==> src/rtl/core/section_arc_radius_estimator_core_assert.svh <==
// assertion macros used by the section arc radius estimator controller
`ifndef SECTION_ARC_RADIUS_ESTIMATOR_CORE_ASSERT_SVH
`define SECTION_ARC_RADIUS_ESTIMATOR_CORE_ASSERT_SVH

// same-cycle implication, disabled while reset is high
`define SAREC_ASSERT_IMP(lbl, clk, rst, ante, cons) \
  lbl: assert property (@(posedge clk) disable iff (rst) (ante) |-> (cons)) \
    else $error("sarec assertion failed");

// next-cycle implication, disabled while reset is high
`define SAREC_ASSERT_NXT(lbl, clk, rst, ante, cons) \
  lbl: assert property (@(posedge clk) disable iff (rst) (ante) |=> (cons)) \
    else $error("sarec assertion failed");

`endif

==> src/rtl/core/sarec_pkg.sv <==
// shared widths, constants, state, command and status types of the arc radius estimator
`default_nettype none

package sarec_pkg;

  localparam int FRAC_BITS_DEF = 16;

  localparam int XY_W      = 27;
  localparam int IN_ANG_W  = 25;
  localparam int ANG_W     = 24;
  localparam int SEC_W     = 8;
  localparam int TDATA_W   = 80;
  localparam int SUM_W     = 40;
  localparam int DIFF_W    = XY_W + 1;
  localparam int ROOT_W    = DIFF_W;
  localparam int RAD_W     = 2 * ROOT_W;
  localparam int RREM_W    = ROOT_W + 2;
  localparam int QUO_W     = SUM_W;
  localparam int BASE_W    = SUM_W + 8;
  localparam int PI_BITS   = 29;
  localparam int PI_W      = 31;
  localparam int MUL_SPLIT = 32;
  localparam int PLO_W     = MUL_SPLIT + PI_W;
  localparam int PHI_W     = (SUM_W - MUL_SPLIT) + PI_W;
  localparam int DEN_W     = SUM_W + PI_W;
  localparam int REM_W     = DEN_W + 1;
  localparam int CNT_W     = $clog2(QUO_W);

  localparam logic [PI_W-1:0]   PI_FIXED      = 31'd1686629713;
  localparam logic [BASE_W-1:0] DEG_HALF_TURN = 48'd180;
  localparam logic [SUM_W-1:0]  SUM_MAX       = {SUM_W{1'b1}};
  localparam logic [ANG_W-1:0]  ANG_MAX       = {ANG_W{1'b1}};

  typedef enum logic [3:0] {
    ST_IDLE,
    ST_SQUARE,
    ST_SUMSQ,
    ST_ROOT,
    ST_ACCUM,
    ST_CHECK,
    ST_DEN,
    ST_DIV_LOAD,
    ST_DIV_CHECK,
    ST_DIVIDE,
    ST_EMIT
  } state_t;

  typedef struct packed {
    logic accept;
    logic square;
    logic root_load;
    logic root_step;
    logic accum;
    logic check;
    logic den;
    logic div_load;
    logic div_check;
    logic div_step;
    logic emit;
  } cmd_t;

  typedef struct packed {
    logic seg_en;
    logic last;
    logic angle_zero;
    logic div_over;
    logic out_free;
  } status_t;

endpackage

`default_nettype wire

==> src/rtl/core/sarec_ctrl.sv <==
// controller state machine: sequences square root, accumulation and division
`default_nettype none

module sarec_ctrl (
  input  wire                  clk,
  input  wire                  rst,
  input  wire                  s_tvalid,
  output logic                 s_tready,
  input  sarec_pkg::status_t   status,
  output sarec_pkg::cmd_t      cmd
);

  `include "section_arc_radius_estimator_core_assert.svh"

  sarec_pkg::state_t            state, state_next;
  logic [sarec_pkg::CNT_W-1:0]  cnt, cnt_next;

  always_ff @(posedge clk) begin
    if (rst) begin
      state <= sarec_pkg::ST_IDLE;
      cnt   <= '0;
    end else begin
      state <= state_next;
      cnt   <= cnt_next;
    end
  end

  // next state and step counter
  always_comb begin
    state_next = state;
    cnt_next   = cnt;
    unique case (state)
      sarec_pkg::ST_IDLE: begin
        if (s_tvalid) state_next = sarec_pkg::ST_SQUARE;
      end
      sarec_pkg::ST_SQUARE: begin
        if (status.seg_en)    state_next = sarec_pkg::ST_SUMSQ;
        else if (status.last) state_next = sarec_pkg::ST_CHECK;
        else                  state_next = sarec_pkg::ST_IDLE;
      end
      sarec_pkg::ST_SUMSQ: begin
        state_next = sarec_pkg::ST_ROOT;
        cnt_next   = sarec_pkg::CNT_W'(sarec_pkg::ROOT_W - 1);
      end
      sarec_pkg::ST_ROOT: begin
        if (cnt == '0) state_next = sarec_pkg::ST_ACCUM;
        else           cnt_next   = cnt - 1'b1;
      end
      sarec_pkg::ST_ACCUM: begin
        state_next = status.last ? sarec_pkg::ST_CHECK : sarec_pkg::ST_IDLE;
      end
      sarec_pkg::ST_CHECK: begin
        state_next = status.angle_zero ? sarec_pkg::ST_EMIT : sarec_pkg::ST_DEN;
      end
      sarec_pkg::ST_DEN: begin
        state_next = sarec_pkg::ST_DIV_LOAD;
      end
      sarec_pkg::ST_DIV_LOAD: begin
        state_next = sarec_pkg::ST_DIV_CHECK;
      end
      sarec_pkg::ST_DIV_CHECK: begin
        if (status.div_over) begin
          state_next = sarec_pkg::ST_EMIT;
        end else begin
          state_next = sarec_pkg::ST_DIVIDE;
          cnt_next   = sarec_pkg::CNT_W'(sarec_pkg::QUO_W - 1);
        end
      end
      sarec_pkg::ST_DIVIDE: begin
        if (cnt == '0) state_next = sarec_pkg::ST_EMIT;
        else           cnt_next   = cnt - 1'b1;
      end
      sarec_pkg::ST_EMIT: begin
        if (status.out_free) state_next = sarec_pkg::ST_IDLE;
      end
      default: begin
        state_next = sarec_pkg::ST_IDLE;
      end
    endcase
  end

  // command outputs
  always_comb begin
    cmd      = '0;
    s_tready = 1'b0;
    unique case (state)
      sarec_pkg::ST_IDLE: begin
        s_tready   = 1'b1;
        cmd.accept = s_tvalid;
      end
      sarec_pkg::ST_SQUARE:    cmd.square    = 1'b1;
      sarec_pkg::ST_SUMSQ:     cmd.root_load = 1'b1;
      sarec_pkg::ST_ROOT:      cmd.root_step = 1'b1;
      sarec_pkg::ST_ACCUM:     cmd.accum     = 1'b1;
      sarec_pkg::ST_CHECK:     cmd.check     = 1'b1;
      sarec_pkg::ST_DEN:       cmd.den       = 1'b1;
      sarec_pkg::ST_DIV_LOAD:  cmd.div_load  = 1'b1;
      sarec_pkg::ST_DIV_CHECK: cmd.div_check = 1'b1;
      sarec_pkg::ST_DIVIDE:    cmd.div_step  = 1'b1;
      sarec_pkg::ST_EMIT:      cmd.emit      = status.out_free;
      default: begin
        cmd = '0;
      end
    endcase
  end

  `SAREC_ASSERT_NXT(a_accept_to_square, clk, rst, s_tvalid && s_tready, state == sarec_pkg::ST_SQUARE)
  `SAREC_ASSERT_NXT(a_root_done, clk, rst, state == sarec_pkg::ST_ROOT && cnt == '0, state == sarec_pkg::ST_ACCUM)
  `SAREC_ASSERT_NXT(a_emit_to_idle, clk, rst, state == sarec_pkg::ST_EMIT && status.out_free, state == sarec_pkg::ST_IDLE)

endmodule

`default_nettype wire

==> config.mk <==
export PLATFORM = sky130hd
export DESIGN_NAME = sarec_ctrl
export DESIGN_NICKNAME = d
export VERILOG_FILES = /design/src/rtl/core/sarec_pkg.sv /design/src/rtl/core/sarec_ctrl.sv
export VERILOG_INCLUDE_DIRS = /design/src /design/src/rtl/core
export SDC_FILE = /design/constraint.sdc
export NUM_CORES = 1
export LEC_CHECK = 0
export BUFFER_PORTS_ARGS = -buffer_cell sky130_fd_sc_hd__clkbuf_2
export CORE_MARGIN = 3
export CORE_UTILIZATION = 50
export CTS_BUF_LIST = sky130_fd_sc_hd__clkbuf_4 sky130_fd_sc_hd__clkbuf_8
export DETAILED_ROUTE_END_ITERATION = 8
export HOLD_SLACK_MARGIN = 0.05
export PLACE_DENSITY_LB_ADDON = 0.08
export SYNTH_ARGS = -nofsm -noshare
export SYNTH_HDL_FRONTEND = slang
export SYNTH_SLANG_ARGS = --single-unit
==> constraint.sdc <==
create_clock -name clk -period 3.05 [get_ports clk]
set_input_delay 0.4575 -clock clk [delete_from_list [all_inputs] [get_ports clk]]
set_output_delay 0.4575 -clock clk [all_outputs]
set_load 0.05 [all_outputs]
Yosys cells after proc, flatten, opt, wreduce, memory -nomap -nowiden
Cells that the tools add are included.
W data, S select, Z words.
{"block": "word_totals", "output_inout_bits": 12, "inputBits": 8, "reg_bits": 10}
{"block": "op_classes", "n_eq_ne": 16, "n_addsub": 1, "n_reduce_logical": 6, "mux": 24}
{"op": "$pmux W4 S11", "n": 1}
{"op": "$mux W4", "n": 5}
{"op": "$pmux W6 S3", "n": 1}
{"op": "$eq A4 B3 Y1 const B", "n": 4}
{"op": "$eq A4 B4 Y1 const B", "n": 3}
{"op": "$mux W1", "n": 12}
{"op": "$mux W6", "n": 2}
{"op": "$ne A2 B2 Y1 const B", "n": 6}
{"op": "$eq A4 B2 Y1 const B", "n": 2}
{"op": "$logic_not A6 Y1", "n": 1}
{"op": "$mux W3", "n": 2}
{"op": "$sub A6 B1 Y6 const B", "n": 1}
{"op": "$eq A4 B1 Y1 const B", "n": 1}
{"op": "$logic_not A4 Y1", "n": 1}
{"op": "$reduce_and A4 Y1", "n": 1}
{"op": "$reduce_and A3 Y1", "n": 1}
{"op": "$reduce_bool A3 Y1", "n": 1}
{"op": "$mux W2", "n": 1}
{"op": "$reduce_or A2 Y1", "n": 1}

Logic depth before layout (Yosys ltp)
{"block": "depth", "word_depth": 4, "depth_mapped": 7, "ltp_nobuf": 7}

Worst setup path before layout
No wires, ideal clock.
{"block": "synth_timing", "path_kind": "register to output", "from": "register state[0]", "to": "output cmd[2] (netlist bit)", "path_buffers": 2, "arrival_ps": 1729, "path_stages_with_launch": 4, "t_required_ps": 2592, "slack_ps": 864, "cell_sequence": "dfxtp_1 buf_2 buf_2 nor3_1"}
{"element": "from (decl)", "line_no": "sarec_ctrl.sv:15", "text": "sarec_pkg::state_t state, state_next;"}
{"element": "from (signal assigned)", "line_no": "sarec_ctrl.sv:20", "text": "state <= sarec_pkg::ST_IDLE;"}
{"element": "from (signal assigned)", "line_no": "sarec_ctrl.sv:23", "text": "state <= state_next;"}
{"element": "to (decl)", "line_no": "sarec_ctrl.sv:10", "text": "output sarec_pkg::cmd_t cmd"}

==> impl_metrics.yaml <==
synth:
  synth_top_area_cell: "dfxtp_1"
  synth-warning-count: 0
  synth_cell_types: 40
  synthCells: 126
  synth_edf_count: 0
  yosys.area_share.simple_pct: 31.1
  syn-num-nets: 135
  ys_seq_area_share_pct: 21.9
  synth_top_area_share_pct: 21.9
  synthXorXnorAreaFrac_pct: 3.01
  ys_top_cells_by_area: "dfxtp_1 (22%), nor2_1 (9.5%), a21oi_1 (7.1%), nor3_1 (5.5%), o21ai_0 (4.9%)"
  synth_top_family_by_area: "compound AO/OA/AOI/OAI gates"
  synthFlopType: "dfxtp_1"
  synth_compound_area_share_pct: 33.2
  ys_ff_latch: 10
  syn_area_per_cell_sq_um: 7.25
  yosys.area_share.adder_pct: 1.37
  netlist_area_sq_um: 913
  yosys-mux-area-fraction_pct: 1.23
  async_flop_share_pct: 0
layout:
  drive_gt1_share_pct: 25.2
  postLayoutCoreUtil_pct: 63.2
  n_fill_cell: 169
  design_area_sq_mm: 0.00102
  nNetsFinal: 149
  syn_to_final_growth_pct: 11.5
  n_antenna_cell: 0
global_route:
  grt_use_met2_pct: 28.7
  grt_pass1_wl_um: 3600
  grt-busiest-layer: "met2"
  use_met1_pct: 26.2
  grt_pass1_vias: 788
  grt_use_met3_pct: 4.91
  grt_overflow: 0
  grt_use_total_pct: 18.8
  grt_start_max_net_pins: 25
  antenna_found_initial: 0
worst_hold_path:
  hold_end: "cnt[3]$_SDFFE_PP0P_"
  min_path_cells: 2
  hp-start: "cnt[3]$_SDFFE_PP0P_"
  hold_path_class: "reg2reg"
drt:
  drt_first_pass_iters: 4
  drc: 0
  drt_iter0_markers: 24
  vias_per_cell: 5.87
  antenna_left: 0
  routed_wl_um: 2140
  num_vias: 956
  routedWlPerCell_um: 13.2
cts:
  cts_hold_buffers: 0
  cts_buffers: 3
  clkTransAtPathRegs_ns: 0.07
  cts_setup_buffers: 0
  worstSkewPairLatency_ns: 0.27
  h-tree-depth: 1
  post_cts_resized: 0
  cts_tree: "yes"
  cts_sinks: 10
  root_buffer: "clkbuf_4"
  ctsLongestPathBuffers: 2
placed_design:
  numPortBuffers: 19
  dp.final_hpwl_um: 1580
  post_dp_cell_area_sq_um: 982
  place_ws_ns: 1.06
  gp_congestion: 0.910
timing:
  min_period_ns: 2.28
  skew_ns: 0.00468
  rsz0062_at_grt: "no"
  setup_tns_ns: 0
  finalCritPeriodShare_pct: 74.9
  tightest_slew_ns: 0.836
  max_freq_mhz: 438
  setup_viol: 0
  slew_viol_final: 0
  slew_headroom_pct: 44.2
  setup_slack_ns: 0.767
  hold_violations: 0
pwr:
  powerDensity_mw_per_mm2: 1270
  vdd_drop_max_mv: 0.695
  p_leak_nw: 0.397
worst_setup_path:
  crit_fanout: 20
  reg2reg_from: "state[2]$_SDFFE_PP0P_"
  arrival_ns: 1.83
  crit_required_ns: 2.59
  reg2reg_to: "cnt[5]$_SDFFE_PP0P_"
  reg2reg_slack_ns: 1.01
  cp-start-kind: "register"
  critPathLaunch: "state[3]$_SDFFE_PP0P_"
  cp-end-kind: "output port"
  worst-r2r-cell-count: 5
  crit_type: "reg2out"
die:
  die_area_sq_mm: 0.00238
  fp.dieW_um: 48.7
  initial_utilization_pct: 56.7
  io_pins: 20
  core_area_sq_mm: 0.00161
  rows: 14
  die-height_um: 48.7
status:
  outcome: "finished clean"
flow_run:
  cap_viol_max_count: 0
-- where the power goes --
part	internal, mW	total [mW]	switching (mW)
logic	0.309	0.840	0.531
clock network	0.0725	0.123	0.0502
registers	0.180	0.332	0.151
total	0.562	1.29	0.732
-- critical path, cell delays in order, from the launching register on --
cell	delay, ns
dfxtp_1	0.87
nand2b_4	0.12
nor3_1	0.24
clkbuf_2	0.33
-- metal layers --
layer	vias up	part of all wire, %
met4	0	0.75
met1	426	47
met5	-	0
li1	481	-
met2	47	45
met3	2	7.9
-- through the flow --
| step | hold slack [ns] | instances | power, mW |
|---|---|---|---|
| after CTS | 0.505 | 163 | 1.29 |
| final | 0.502 | 163 | 1.29 |
| after global placement | 0.494 | 159 | 1.16 |
| after detailed placement | 0.496 | 159 | 1.17 |
| after floorplan | 0.465 | 126 | 1.04 |
| after global routing | 0.515 | 163 | 1.41 |
-- logic make-up after synthesis --
family / count (synthesis)
fa+ha+maj: 1
buf+inv: 15
xor+xnor: 1
mux: 1
simple gates: 55
compound gates: 43
flops: 10
-- worst max-delay path by stage --
| stage | slack, ns | cells after the start | to |
|---|---|---|---|
| 3_5_place_dp | 1.06 | 5 | cnt[5]$_SDFFE_PP0P_ |
| 5_1_grt | 0.62 | 3 | cmd[2] |
| 6_report | 0.77 | 3 | cmd[2] |
| 3_3_place_gp | 1.09 | 5 | cnt[5]$_SDFFE_PP0P_ |
| 2_1_floorplan | 0.86 | 3 | cmd[2] |
| 4_1_cts | 0.76 | 3 | cmd[2] |
-- final cells by class --
cell class / instances / area, sq um / area share (%)
multi-input cells: 101 / 638 / 62.7
flip-flops and latches: 10 / 200 / 19.7
repair buffers: 19 / 95.1 / 9.34
clock buffers: 4 / 36.3 / 3.56
well taps: 24 / 30.0 / 2.95
inverters: 5 / 18.8 / 1.84
-- Yosys cell counts, drive strengths merged (2+ instances only) --
cell type / number
o31ai: 2
a211oi: 7
buf: 6
a211o: 2
nor3: 10
a2111oi: 2
dfxtp: 10
o21a: 2
clkbuf: 4
nor2: 24
inv: 5
o21ai: 9
nand2b: 5
nand2: 6
a21oi: 13
and3: 2
-- flip-flops by register name, indices dropped and copies added, names as in the netlist --
register  cells
state         4
cnt           6
-- layout by cell type (no fill, tap or decap), types with 2 or more instances in the layout --
| cell type | synthesis | routed |
|---|---|---|
| inv_1 | 5 | 5 |
| a21oi_1 | 13 | 13 |
| clkbuf_2 | 0 | 19 |
| clkbuf_4 | 0 | 3 |
| nand2b_4 | 2 | 2 |
| a211oi_1 | 4 | 4 |
| o31ai_1 | 2 | 2 |
| dfxtp_1 | 10 | 10 |
| and3_1 | 2 | 2 |
| nand2b_1 | 3 | 3 |
| o21ai_0 | 9 | 9 |
| nor3_1 | 10 | 10 |
| a211o_1 | 2 | 2 |
| nand2_1 | 6 | 6 |
| a211oi_2 | 3 | 3 |
| nor2_1 | 23 | 23 |
(Power assumes the default switching activity.)
